--- config.mk ---
export PLATFORM = sky130hd
export DESIGN_NAME = access_log_status_byte_tally_unit
export DESIGN_NICKNAME = d
export VERILOG_FILES = /design/src/sv/alsbt_pkg.sv /design/src/sv/alsbt_front.sv /design/src/sv/alsbt_queue.sv /design/src/sv/alsbt_back.sv /design/src/sv/access_log_status_byte_tally_unit.sv
export SDC_FILE = /design/constraint.sdc
export NUM_CORES = 2
export LEC_CHECK = 0
export ABC_AREA = 1
export BUFFER_PORTS_ARGS = -buffer_cell sky130_fd_sc_hd__buf_2
export CAP_MARGIN = 30
export CORE_ASPECT_RATIO = 0.8
export CORE_MARGIN = 5
export CORE_UTILIZATION = 30
export CTS_BUF_LIST = sky130_fd_sc_hd__clkbuf_8
export CTS_CLUSTER_DIAMETER = 60
export CTS_CLUSTER_SIZE = 28
export DETAILED_ROUTE_END_ITERATION = 8
export GPL_TIMING_DRIVEN = 1
export SLEW_MARGIN = 25
export SYNTH_ARGS = -nofsm -noshare
export SYNTH_HDL_FRONTEND = slang
export SYNTH_HIERARCHICAL = 1
export SYNTH_SLANG_ARGS = --single-unit
--- constraint.sdc ---
create_clock -name clock -period 8.3 [get_ports clock]
set_input_delay 2.075 -clock clock [delete_from_list [all_inputs] [get_ports clock]]
set_output_delay 2.075 -clock clock [all_outputs]
set_load 0.05 [all_outputs]
--- src/sv/alsbt_pkg.sv ---
// package: types, constants and helper functions of the access log tally
package alsbt_pkg;

   localparam int QUEUE_DEPTH_DEF = 2;

   localparam int CSR_ADDR_W = 3;
   localparam int CSR_DATA_W = 32;
   localparam int CODE_W     = 10;

   localparam logic CSR_IDX_COUNTED = 1'b0;
   localparam logic CSR_IDX_SUMMED  = 1'b1;

   localparam logic [CODE_W-1:0] COUNTED_RESET = 10'd404;
   localparam logic [CODE_W-1:0] SUMMED_RESET  = 10'd200;

   localparam logic [7:0] CH_NUL   = 8'd0;
   localparam logic [7:0] CH_SPACE = 8'd32;
   localparam logic [7:0] CH_QUOTE = 8'd34;
   localparam logic [7:0] CH_PLUS  = 8'd43;
   localparam logic [7:0] CH_MINUS = 8'd45;

   localparam logic [31:0] STATUS_CAP   = 32'h8000_0000;
   localparam logic [31:0] STATUS_MAX   = 32'h7FFF_FFFF;
   localparam logic [31:0] STATUS_DIV10 = 32'd214748364;
   localparam logic [63:0] BYTES_CAP    = 64'h8000_0000_0000_0000;
   localparam logic [63:0] BYTES_MAX    = 64'h7FFF_FFFF_FFFF_FFFF;
   localparam logic [63:0] BYTES_DIV10  = 64'd922337203685477580;
   localparam logic [39:0] COUNT_MAX    = 40'hFF_FFFF_FFFF;

   typedef enum logic [3:0] {
      PH_SEARCH,
      PH_S_WS,
      PH_S_SIGN,
      PH_S_DIG,
      PH_B_WS,
      PH_B_SIGN,
      PH_B_DIG,
      PH_OK,
      PH_FAIL
   } phase_type;

   // one finished line as handed from parser to tally
   typedef struct packed {
      logic        ok;
      logic        s_neg;
      logic [31:0] s_mag;
      logic        b_neg;
      logic [63:0] b_mag;
   } line_rec_type;

   function automatic logic [31:0] status_step(input logic [31:0] mag, input logic [3:0] d);
      logic [35:0] prod;
      prod = {1'b0, mag, 3'b000} + {3'b000, mag, 1'b0} + {32'd0, d};
      if (mag > STATUS_DIV10) begin
         return STATUS_CAP;
      end else if (prod > {4'd0, STATUS_CAP}) begin
         return STATUS_CAP;
      end else begin
         return prod[31:0];
      end
   endfunction

   function automatic logic [63:0] bytes_step(input logic [63:0] mag, input logic [3:0] d);
      logic [67:0] prod;
      prod = {1'b0, mag, 3'b000} + {3'b000, mag, 1'b0} + {64'd0, d};
      if (mag > BYTES_DIV10) begin
         return BYTES_CAP;
      end else if (prod > {4'd0, BYTES_CAP}) begin
         return BYTES_CAP;
      end else begin
         return prod[63:0];
      end
   endfunction

endpackage

--- src/sv/alsbt_front.sv ---
// front part: per-character scanner that turns a line into a line record
module alsbt_front (
   input  logic                clock,
   input  logic                reset,
   input  logic                req_tvalid,
   output logic                req_tready,
   input  logic [7:0]          req_tdata,   // char_in
   input  logic                req_tlast,   // line_end
   input  logic                q_full,
   output logic                push,
   output alsbt_pkg::line_rec_type push_rec
);
   import alsbt_pkg::*;

   phase_type   phase_ff, phase_in;
   logic        prev_quote_ff, prev_quote_in;
   logic [31:0] s_acc_ff, s_acc_in;
   logic        s_neg_ff, s_neg_in;
   logic [63:0] b_acc_ff, b_acc_in;
   logic        b_neg_ff, b_neg_in;
   logic        accept;

   assign req_tready = !q_full;
   assign accept     = req_tvalid && req_tready;
   assign push       = accept && req_tlast;

   always_comb begin
      logic [7:0]  c;
      logic        dig;
      logic        spc;
      logic        sgn;
      logic        ok;
      logic [31:0] s_step;
      logic [63:0] b_step;
      c      = req_tdata;
      dig    = (c >= 8'd48) && (c <= 8'd57);
      spc    = (c == CH_SPACE) || ((c >= 8'd9) && (c <= 8'd13));
      sgn    = (c == CH_PLUS) || (c == CH_MINUS);
      s_step = status_step(s_acc_ff, c[3:0]);
      b_step = bytes_step(b_acc_ff, c[3:0]);

      phase_in      = phase_ff;
      prev_quote_in = prev_quote_ff;
      s_acc_in      = s_acc_ff;
      s_neg_in      = s_neg_ff;
      b_acc_in      = b_acc_ff;
      b_neg_in      = b_neg_ff;

      if (c == CH_NUL) begin
         // nul ends the line text
         phase_in = ((phase_ff == PH_B_DIG) || (phase_ff == PH_OK)) ? PH_OK : PH_FAIL;
      end else begin
         unique case (phase_ff)
            PH_SEARCH: begin
               if (prev_quote_ff && (c == CH_SPACE)) phase_in = PH_S_WS;
               prev_quote_in = (c == CH_QUOTE);
            end
            PH_S_WS: begin
               priority if (spc) begin
                  phase_in = PH_S_WS;
               end else if (sgn) begin
                  s_neg_in = (c == CH_MINUS);
                  phase_in = PH_S_SIGN;
               end else if (dig) begin
                  s_acc_in = s_step;
                  phase_in = PH_S_DIG;
               end else begin
                  phase_in = PH_FAIL;
               end
            end
            PH_S_SIGN: begin
               if (dig) begin
                  s_acc_in = s_step;
                  phase_in = PH_S_DIG;
               end else begin
                  phase_in = PH_FAIL;
               end
            end
            PH_S_DIG: begin
               priority if (dig) begin
                  s_acc_in = s_step;
               end else if (spc) begin
                  phase_in = PH_B_WS;
               end else if (sgn) begin
                  // second number may follow directly with its sign
                  b_neg_in = (c == CH_MINUS);
                  phase_in = PH_B_SIGN;
               end else begin
                  phase_in = PH_FAIL;
               end
            end
            PH_B_WS: begin
               priority if (spc) begin
                  phase_in = PH_B_WS;
               end else if (sgn) begin
                  b_neg_in = (c == CH_MINUS);
                  phase_in = PH_B_SIGN;
               end else if (dig) begin
                  b_acc_in = b_step;
                  phase_in = PH_B_DIG;
               end else begin
                  phase_in = PH_FAIL;
               end
            end
            PH_B_SIGN: begin
               if (dig) begin
                  b_acc_in = b_step;
                  phase_in = PH_B_DIG;
               end else begin
                  phase_in = PH_FAIL;
               end
            end
            PH_B_DIG: begin
               if (dig) begin
                  b_acc_in = b_step;
               end else begin
                  phase_in = PH_OK;
               end
            end
            default: begin
               // done or failed: rest of line ignored
            end
         endcase
      end

      ok             = (phase_in == PH_B_DIG) || (phase_in == PH_OK);
      push_rec.ok    = ok;
      push_rec.s_neg = ok && s_neg_in;
      push_rec.s_mag = ok ? s_acc_in : 32'd0;
      push_rec.b_neg = ok && b_neg_in;
      push_rec.b_mag = ok ? b_acc_in : 64'd0;

      if (req_tlast) begin
         // line done: per-line state starts over
         phase_in      = PH_SEARCH;
         prev_quote_in = 1'b0;
         s_acc_in      = 32'd0;
         s_neg_in      = 1'b0;
         b_acc_in      = 64'd0;
         b_neg_in      = 1'b0;
      end
   end

   always_ff @(posedge clock) begin
      if (reset) begin
         phase_ff      <= PH_SEARCH;
         prev_quote_ff <= 1'b0;
         s_acc_ff      <= 32'd0;
         s_neg_ff      <= 1'b0;
         b_acc_ff      <= 64'd0;
         b_neg_ff      <= 1'b0;
      end else if (accept) begin
         phase_ff      <= phase_in;
         prev_quote_ff <= prev_quote_in;
         s_acc_ff      <= s_acc_in;
         s_neg_ff      <= s_neg_in;
         b_acc_ff      <= b_acc_in;
         b_neg_ff      <= b_neg_in;
      end
   end

endmodule

--- src/sv/alsbt_queue.sv ---
// short queue of line records between scanner and tally
module alsbt_queue #(
   parameter int DEPTH = alsbt_pkg::QUEUE_DEPTH_DEF
) (
   input  logic                    clock,
   input  logic                    reset,
   input  logic                    push,
   input  alsbt_pkg::line_rec_type push_rec,
   output logic                    q_full,
   output logic                    q_valid,
   output alsbt_pkg::line_rec_type q_rec,
   input  logic                    pop
);
   import alsbt_pkg::*;

   localparam int PTR_W = (DEPTH > 1) ? $clog2(DEPTH) : 1;
   localparam int CNT_W = $clog2(DEPTH + 1);

   line_rec_type     slot_ff [DEPTH];
   logic [PTR_W-1:0] wr_ptr_ff, wr_ptr_in;
   logic [PTR_W-1:0] rd_ptr_ff, rd_ptr_in;
   logic [CNT_W-1:0] count_ff, count_in;

   assign q_full  = (count_ff == CNT_W'(DEPTH));
   assign q_valid = (count_ff != '0);
   assign q_rec   = slot_ff[rd_ptr_ff];

   always_comb begin
      wr_ptr_in = wr_ptr_ff;
      rd_ptr_in = rd_ptr_ff;
      count_in  = count_ff;
      if (push) begin
         wr_ptr_in = (wr_ptr_ff == PTR_W'(DEPTH - 1)) ? '0 : wr_ptr_ff + 1'b1;
      end
      if (pop) begin
         rd_ptr_in = (rd_ptr_ff == PTR_W'(DEPTH - 1)) ? '0 : rd_ptr_ff + 1'b1;
      end
      unique case ({push, pop})
         2'b10:   count_in = count_ff + 1'b1;
         2'b01:   count_in = count_ff - 1'b1;
         default: count_in = count_ff;
      endcase
   end

   always_ff @(posedge clock) begin
      if (reset) begin
         wr_ptr_ff <= '0;
         rd_ptr_ff <= '0;
         count_ff  <= '0;
      end else begin
         wr_ptr_ff <= wr_ptr_in;
         rd_ptr_ff <= rd_ptr_in;
         count_ff  <= count_in;
      end
   end

   always_ff @(posedge clock) begin
      if (push) slot_ff[wr_ptr_ff] <= push_rec;
   end

endmodule

--- src/sv/alsbt_back.sv ---
// back part: result formatting, running totals and output register
module alsbt_back (
   input  logic                    clock,
   input  logic                    reset,
   input  logic                    q_valid,
   input  alsbt_pkg::line_rec_type q_rec,
   output logic                    pop,
   input  logic [alsbt_pkg::CODE_W-1:0] counted_code,
   input  logic [alsbt_pkg::CODE_W-1:0] summed_code,
   output logic                    rsp_tvalid,
   input  logic                    rsp_tready,
   output logic [199:0]            rsp_tdata,
   output logic                    rsp_tuser
);
   import alsbt_pkg::*;

   logic        valid_ff, valid_in;
   logic [31:0] status_ff, status_in;
   logic [63:0] bytes_ff, bytes_in;
   logic        ok_ff;
   logic [39:0] err_ff, err_in;
   logic [63:0] sum_ff, sum_in;

   assign pop        = q_valid && (!valid_ff || rsp_tready);
   assign rsp_tvalid = valid_ff;
   assign rsp_tdata  = {sum_ff, err_ff, bytes_ff, status_ff};
   assign rsp_tuser  = ok_ff;

   always_comb begin
      logic        s_is_neg;
      logic [31:0] s_pos;
      logic [63:0] b_pos;
      logic        count_hit;
      logic        sum_hit;
      s_is_neg  = q_rec.s_neg && (q_rec.s_mag != 32'd0);
      s_pos     = (q_rec.s_mag > STATUS_MAX) ? STATUS_MAX : q_rec.s_mag;
      b_pos     = q_rec.b_mag[63] ? BYTES_MAX : q_rec.b_mag;
      status_in = s_is_neg ? (32'd0 - q_rec.s_mag) : s_pos;
      bytes_in  = q_rec.b_neg ? (64'd0 - q_rec.b_mag) : b_pos;
      count_hit = !s_is_neg && (s_pos == {22'd0, counted_code});
      sum_hit   = !count_hit && !s_is_neg && (s_pos == {22'd0, summed_code});
      err_in    = (count_hit && (err_ff != COUNT_MAX)) ? err_ff + 40'd1 : err_ff;
      // add or subtract the magnitude, same as adding the signed value mod 2^64
      if (sum_hit) begin
         sum_in = q_rec.b_neg ? (sum_ff - q_rec.b_mag) : (sum_ff + b_pos);
      end else begin
         sum_in = sum_ff;
      end
      valid_in = pop ? 1'b1 : (valid_ff && !rsp_tready);
   end

   always_ff @(posedge clock) begin
      if (reset) begin
         valid_ff <= 1'b0;
         err_ff   <= 40'd0;
         sum_ff   <= 64'd0;
      end else begin
         valid_ff <= valid_in;
         if (pop) begin
            err_ff <= err_in;
            sum_ff <= sum_in;
         end
      end
   end

   always_ff @(posedge clock) begin
      if (pop) begin
         status_ff <= status_in;
         bytes_ff  <= bytes_in;
         ok_ff     <= q_rec.ok;
      end
   end

endmodule

--- src/sv/access_log_status_byte_tally_unit.sv ---
// top level: access log status and byte tally unit
//
// request channel (req_*): one log character per request in req_tdata,
// req_tlast set on the last character of a line. a scanner looks for the
// first quote followed by a space and reads the status and byte count.
// result channel (rsp_*): one result per line, sent for the request that
// carries req_tlast. rsp_tdata packs line_status, line_bytes, error_count
// and byte_total; rsp_tuser carries parsed_ok.
// csr port: counted_code at address 0, summed_code at address 4, apb
// timing, pready tied high, reads return the register value.
// throughput: one character per cycle while req_tready is high, including
// line ends; the scanner state update is combinational (mul by ten as
// shifts). the edge that takes the last character of a line writes its
// record into the queue; it then moves on to the output register.
// a line record waits in a small queue between the scanner and the tally
// stage; req_tready drops only while that queue is full, which happens
// when rsp_tready stays low for a while.
// reset: synchronous; clears the scanner, queue, totals and output valid
// and loads counted_code 404, summed_code 200. no clearing pass is needed.
module access_log_status_byte_tally_unit #(
   parameter int QUEUE_DEPTH = alsbt_pkg::QUEUE_DEPTH_DEF
) (
   input  logic                            clock,
   input  logic                            reset,
   // request channel
   input  logic                            req_tvalid,
   output logic                            req_tready,
   input  logic [7:0]                      req_tdata,   // [7:0] char_in
   input  logic                            req_tlast,   // line_end
   // result channel
   output logic                            rsp_tvalid,
   input  logic                            rsp_tready,
   // [31:0] line_status, [95:32] line_bytes, [135:96] error_count,
   // [199:136] byte_total
   output logic [199:0]                    rsp_tdata,
   output logic                            rsp_tuser,   // [0] parsed_ok
   // register port
   input  logic                            csr_psel,
   input  logic                            csr_penable,
   input  logic                            csr_pwrite,
   input  logic [alsbt_pkg::CSR_ADDR_W-1:0] csr_paddr,
   input  logic [alsbt_pkg::CSR_DATA_W-1:0] csr_pwdata,
   output logic [alsbt_pkg::CSR_DATA_W-1:0] csr_prdata,
   output logic                            csr_pready
);
   import alsbt_pkg::*;

   logic [CODE_W-1:0] counted_ff;
   logic [CODE_W-1:0] summed_ff;
   logic              csr_wr;
   logic              push;
   logic              pop;
   logic              q_full;
   logic              q_valid;
   line_rec_type      push_rec;
   line_rec_type      q_rec;

   // register port: no wait states
   assign csr_pready = 1'b1;
   assign csr_wr     = csr_psel && csr_penable && csr_pwrite && csr_pready;

   // register index is the word address; bit 2 picks between the two codes
   always_comb begin
      unique case (csr_paddr[2])
         CSR_IDX_COUNTED: csr_prdata = {{(CSR_DATA_W-CODE_W){1'b0}}, counted_ff};
         CSR_IDX_SUMMED:  csr_prdata = {{(CSR_DATA_W-CODE_W){1'b0}}, summed_ff};
         default:         csr_prdata = '0;
      endcase
   end

   always_ff @(posedge clock) begin
      if (reset) begin
         counted_ff <= COUNTED_RESET;
         summed_ff  <= SUMMED_RESET;
      end else if (csr_wr) begin
         if (csr_paddr[2] == CSR_IDX_COUNTED) counted_ff <= csr_pwdata[CODE_W-1:0];
         if (csr_paddr[2] == CSR_IDX_SUMMED)  summed_ff  <= csr_pwdata[CODE_W-1:0];
      end
   end

   // scanner: one character per cycle unless q_full, one record per line
   alsbt_front u_front (
      .clock      (clock),
      .reset      (reset),
      .req_tvalid (req_tvalid),
      .req_tready (req_tready),
      .req_tdata  (req_tdata),
      .req_tlast  (req_tlast),
      .q_full     (q_full),
      .push       (push),
      .push_rec   (push_rec)
   );

   // decouples scanner from a stalled result channel
   alsbt_queue #(
      .DEPTH (QUEUE_DEPTH)
   ) u_queue (
      .clock    (clock),
      .reset    (reset),
      .push     (push),
      .push_rec (push_rec),
      .q_full   (q_full),
      .q_valid  (q_valid),
      .q_rec    (q_rec),
      .pop      (pop)
   );

   // tally: signed result values, error count and byte total
   alsbt_back u_back (
      .clock        (clock),
      .reset        (reset),
      .q_valid      (q_valid),
      .q_rec        (q_rec),
      .pop          (pop),
      .counted_code (counted_ff),
      .summed_code  (summed_ff),
      .rsp_tvalid   (rsp_tvalid),
      .rsp_tready   (rsp_tready),
      .rsp_tdata    (rsp_tdata),
      .rsp_tuser    (rsp_tuser)
   );

endmodule

==> metrics.txt <==
# TYPE chip_impl_metric gauge
chip_impl_metric{name="yosys_register_bits",unit=""} 528
chip_impl_metric{name="dpl.hpwl",unit="um"} 138000
chip_impl_metric{name="layout_min_cycle_time",unit="ns"} 6.34
chip_impl_metric{name="cts_made_buffers",unit=""} 52
chip_impl_metric{name="placement.cell_area",unit="sq um"} 49500
chip_impl_metric{name="row_count",unit=""} 129
chip_impl_metric{name="buffers_on_ports",unit=""} 239
chip_impl_metric{name="cts_hold_repair.buffers",unit=""} 0
chip_impl_metric{name="endpoints_failing_hold",unit=""} 0
chip_impl_info{name="synthFlopType",value="sky130_fd_sc_hd__edfxtp_1"} 1
chip_impl_metric{name="clock.fmax",unit="MHz"} 158
chip_impl_metric{name="final.hold.worst_slack",unit="ns"} 0.476
chip_impl_metric{name="pre_antenna_drt_iters",unit=""} 9
chip_impl_metric{name="num-nets-final",unit=""} 7679
chip_impl_metric{name="max_slew.worst_pin.slew",unit="ns"} 1.18
chip_impl_metric{name="track_usage",unit="%"} 20.5
chip_impl_metric{name="post_synth_inst_count",unit=""} 7249
chip_impl_metric{name="floorplan.die.width",unit="um"} 451
chip_impl_metric{name="cts.sinks",unit=""} 528
chip_impl_metric{name="vdd_drop_max",unit="mV"} 0.193
chip_impl_metric{name="synth.cell_area",unit="sq um"} 46600
chip_impl_metric{name="skew_final",unit="ns"} 0.0748
chip_impl_metric{name="critical_path_fanouts_max",unit=""} 63
chip_impl_metric{name="die_area",unit="sq um"} 163000
chip_impl_metric{name="yosysSeqAreaShare",unit="%"} 29.0
chip_impl_metric{name="overflow",unit=""} 0
chip_impl_metric{name="area.growth.synth_to_final",unit="%"} 9.26
chip_impl_metric{name="final-max-slew-violation-count",unit=""} 0
chip_impl_metric{name="drcViolationCount",unit=""} 0
chip_impl_info{name="worstSetupPathType",value="in -> reg"} 1
chip_impl_metric{name="initial_antenna_violation_count",unit=""} 12
chip_impl_metric{name="p_leak",unit="nW"} 24.0
chip_impl_info{name="cp_endpoint_kind",value="flop"} 1
chip_impl_metric{name="post_cts_setup_bufs",unit=""} 0
chip_impl_metric{name="cts_max_path_buffers",unit=""} 3
chip_impl_metric{name="antenna_violating_nets_post_route",unit=""} 0
chip_impl_metric{name="power",unit="mW"} 9.79
chip_impl_metric{name="via_count",unit=""} 47197
chip_impl_metric{name="detail_route.wl_per_cell",unit="um"} 18.6
chip_impl_metric{name="drive_gt1_share",unit="%"} 9.81
chip_impl_metric{name="timing.max_cap.violations",unit=""} 0
chip_impl_metric{name="final_design_area_no_fill",unit="sq um"} 50900
chip_impl_info{name="grt_setup_unrepaired",value="no"} 1
chip_impl_metric{name="chipHeight",unit="um"} 363
chip_impl_metric{name="viasPerCell",unit=""} 5.00
chip_impl_metric{name="worst_ep_arrival_time",unit="ns"} 6.94
chip_impl_metric{name="gpl.final_weighted_congestion",unit=""} 0.989
chip_impl_metric{name="post_cts.resized_instances",unit=""} 0
chip_impl_metric{name="ys.warnings.count",unit=""} 6
chip_impl_metric{name="finish.utilization",unit="%"} 33.0
chip_impl_info{name="status",value="completed"} 1
chip_impl_metric{name="grt_max_degree",unit=""} 117
chip_impl_metric{name="fin_crit_sh",unit="%"} 76.4
chip_impl_metric{name="maxSlewHeadroom",unit="%"} 20.7
chip_impl_metric{name="clkLatencyLatePin",unit="ns"} 0.82
chip_impl_metric{name="first_pass_grt_wire_length",unit="um"} 263000
chip_impl_metric{name="ys_async_sr_fraction",unit="%"} 0
chip_impl_metric{name="timing.final.setup_violations",unit=""} 0
chip_impl_metric{name="timing.setup.tns",unit="ns"} 0
chip_impl_metric{name="clkTransAtPathRegs",unit="ns"} 0.12
chip_impl_info{name="crit_path_start_kind",value="input pin"} 1
chip_impl_metric{name="post_synth_edffs",unit=""} 295
chip_impl_metric{name="violation_count_after_the_first_detailed_route_iteration",unit=""} 4950
chip_impl_metric{name="synth_cell_types",unit=""} 65
chip_impl_metric{name="postSynthAreaPerCell",unit="sq um"} 6.43
chip_impl_metric{name="start_util",unit="%"} 30.2
chip_impl_metric{name="grt_pass1_vias",unit=""} 42629
chip_impl_info{name="root_buffer",value="sky130_fd_sc_hd__clkbuf_8"} 1
chip_impl_metric{name="drt-total-wl",unit="um"} 175000
chip_impl_metric{name="power-per-cell-area",unit="nW/um^2"} 192
chip_impl_info{name="tritoncts",value="done"} 1
chip_impl_metric{name="htree_levels",unit=""} 2
chip_impl_metric{name="worst-endpoint-required",unit="ns"} 8.90
chip_impl_metric{name="io-pin-count",unit=""} 287
chip_impl_metric{name="core_area",unit="sq um"} 154000
chip_impl_info{name="hold_class",value="reg -> reg"} 1
-- area by class of cell --
cell class | count | area, sq um
diodes | 2 | 5.00
clock buffers | 53 | 729
clock inverters | 45 | 678
fillers | 16904 | 104000
inverters | 909 | 3420
multi-input cells | 5602 | 28500
flip-flops and latches | 528 | 13500
well taps | 2030 | 2540
repair buffers | 271 | 1510
-- power by group --
| group | internal (mW) | leakage, nW | switching (mW) |
|---|---|---|---|
| combinational | 1.06 | 18.6 | 3.30 |
| clock | 0.858 | 0.700 | 1.28 |
| sequential | 3.15 | 4.64 | 0.152 |
-- worst max-delay path, stage by stage --
cell and delay, ns:
sky130_fd_sc_hd__buf_2 0.28, sky130_fd_sc_hd__inv_1 0.34, sky130_fd_sc_hd__fa_1 0.60, sky130_fd_sc_hd__fa_1 0.50, sky130_fd_sc_hd__inv_1 0.13, sky130_fd_sc_hd__nand3_1 0.10, sky130_fd_sc_hd__nand2_1 0.20, sky130_fd_sc_hd__nand3_1 0.14
sky130_fd_sc_hd__nand3_2 0.15, sky130_fd_sc_hd__nand2_1 0.09, sky130_fd_sc_hd__nand3_1 0.23, sky130_fd_sc_hd__nand2_1 0.09, sky130_fd_sc_hd__nand2_1 0.13, sky130_fd_sc_hd__nand3_1 0.09, sky130_fd_sc_hd__nor2_1 0.29, sky130_fd_sc_hd__nand2_1 0.09
sky130_fd_sc_hd__nor2_1 0.16, sky130_fd_sc_hd__nand3_2 0.13, sky130_fd_sc_hd__nand2_8 0.47, sky130_fd_sc_hd__nand3_2 0.12, sky130_fd_sc_hd__nand2_1 0.10, sky130_fd_sc_hd__nand2_1 0.06, sky130_fd_sc_hd__a21oi_1 0.26
-- final timing paths --
check / endpoint / start / slack [ns] / cells past startpoint
max: u_queue/slot_ff[0][16] / req_tdata[3] / 1.96 / 23
min: u_front/s_neg_ff / u_front/s_neg_ff / 0.48 / 2
max reg2reg: u_back/sum_ff[61] / flop / 2.06 / 21
min reg2reg: u_front/s_neg_ff / u_front/s_neg_ff / 0.48 / 2
-- metrics by stage --
| step | instances | setup slack, ns |
|---|---|---|
| finish | 9440 | 1.96 |
| global route | 9440 | 1.63 |
| CTS | 9438 | 2.14 |
| detailed placement | 9340 | 1.29 |
| global placement | 9339 | 1.30 |
| floorplan | 7270 | 1.16 |
-- Yosys cell counts (89+ instances only) --
| library cell | count | area share [%] |
|---|---|---|
| sky130_fd_sc_hd__nor2_1 | 854 | 6.9 |
| sky130_fd_sc_hd__clkbuf_1 | 121 | 0.97 |
| sky130_fd_sc_hd__nand2_1 | 2503 | 20 |
| sky130_fd_sc_hd__dfxtp_1 | 233 | 10 |
| sky130_fd_sc_hd__mux2_2 | 89 | 2.1 |
| sky130_fd_sc_hd__nand4_1 | 92 | 1.2 |
| sky130_fd_sc_hd__nand3_1 | 349 | 3.7 |
| sky130_fd_sc_hd__nor3_1 | 112 | 1.2 |
| sky130_fd_sc_hd__o21ai_0 | 335 | 3.6 |
| sky130_fd_sc_hd__ha_1 | 259 | 7.0 |
| sky130_fd_sc_hd__a21oi_1 | 408 | 4.4 |
| sky130_fd_sc_hd__inv_1 | 892 | 7.2 |
| sky130_fd_sc_hd__edfxtp_1 | 295 | 19 |
| sky130_fd_sc_hd__xor2_1 | 119 | 2.2 |
-- cells by family (layout without fill, tap and decap cells) --
| logic type | count (synthesis) | count (layout) | synth area share (%) |
|---|---|---|---|
| DFF | 528 | 528 | 29.0 |
| xor gates and xnor gates | 165 | 165 | 3.10 |
| adders and majority gates | 264 | 264 | 7.17 |
| and+or+nand+nor | 4144 | 4144 | 37.3 |
| other | 2 | 25 | 0.0161 |
| muxes | 101 | 101 | 2.51 |
| AOI/OAI and AO/OA | 905 | 905 | 10.8 |
| buffers and inverters | 1140 | 1278 | 10.1 |
-- sequential cells by signal (all words and copies together) (netlist names), 2 cells and up, named ones only --
register          count
u_queue/slot_ff     198
u_back/bytes_ff      64
u_back/sum_ff        64
u_front/b_acc_ff     64
u_back/err_ff        40
u_back/status_ff     32
u_front/s_acc_ff     32
counted_ff           10
summed_ff            10
u_front/phase_ff      4
u_queue/count_ff      2
-- cells in the final DEF (no fill, tap or decap), drive strengths merged, types with 92 or more instances in the layout --
| master | count |
|---|---|
| a21oi | 476 |
| buf | 271 |
| dfxtp | 233 |
| edfxtp | 295 |
| ha | 259 |
| inv | 933 |
| mux2 | 99 |
| nand2 | 2513 |
| nand3 | 428 |
| nand4 | 92 |
| nor2 | 907 |
| nor3 | 115 |
| o21ai | 341 |
| xor2 | 119 |
-- metal layers --
metal / track usage [%] / up-vias / share of wire, %
met2: 31.6 / 1714 / 43
met4: 5.42 / 2 / 2.8
met3: 3.01 / 205 / 7.5
li1: - / 23526 / -
met5: 0 / - / 0.0063
met1: 29.7 / 21750 / 47
No activity file was read; power rests on OpenSTA's default activity.
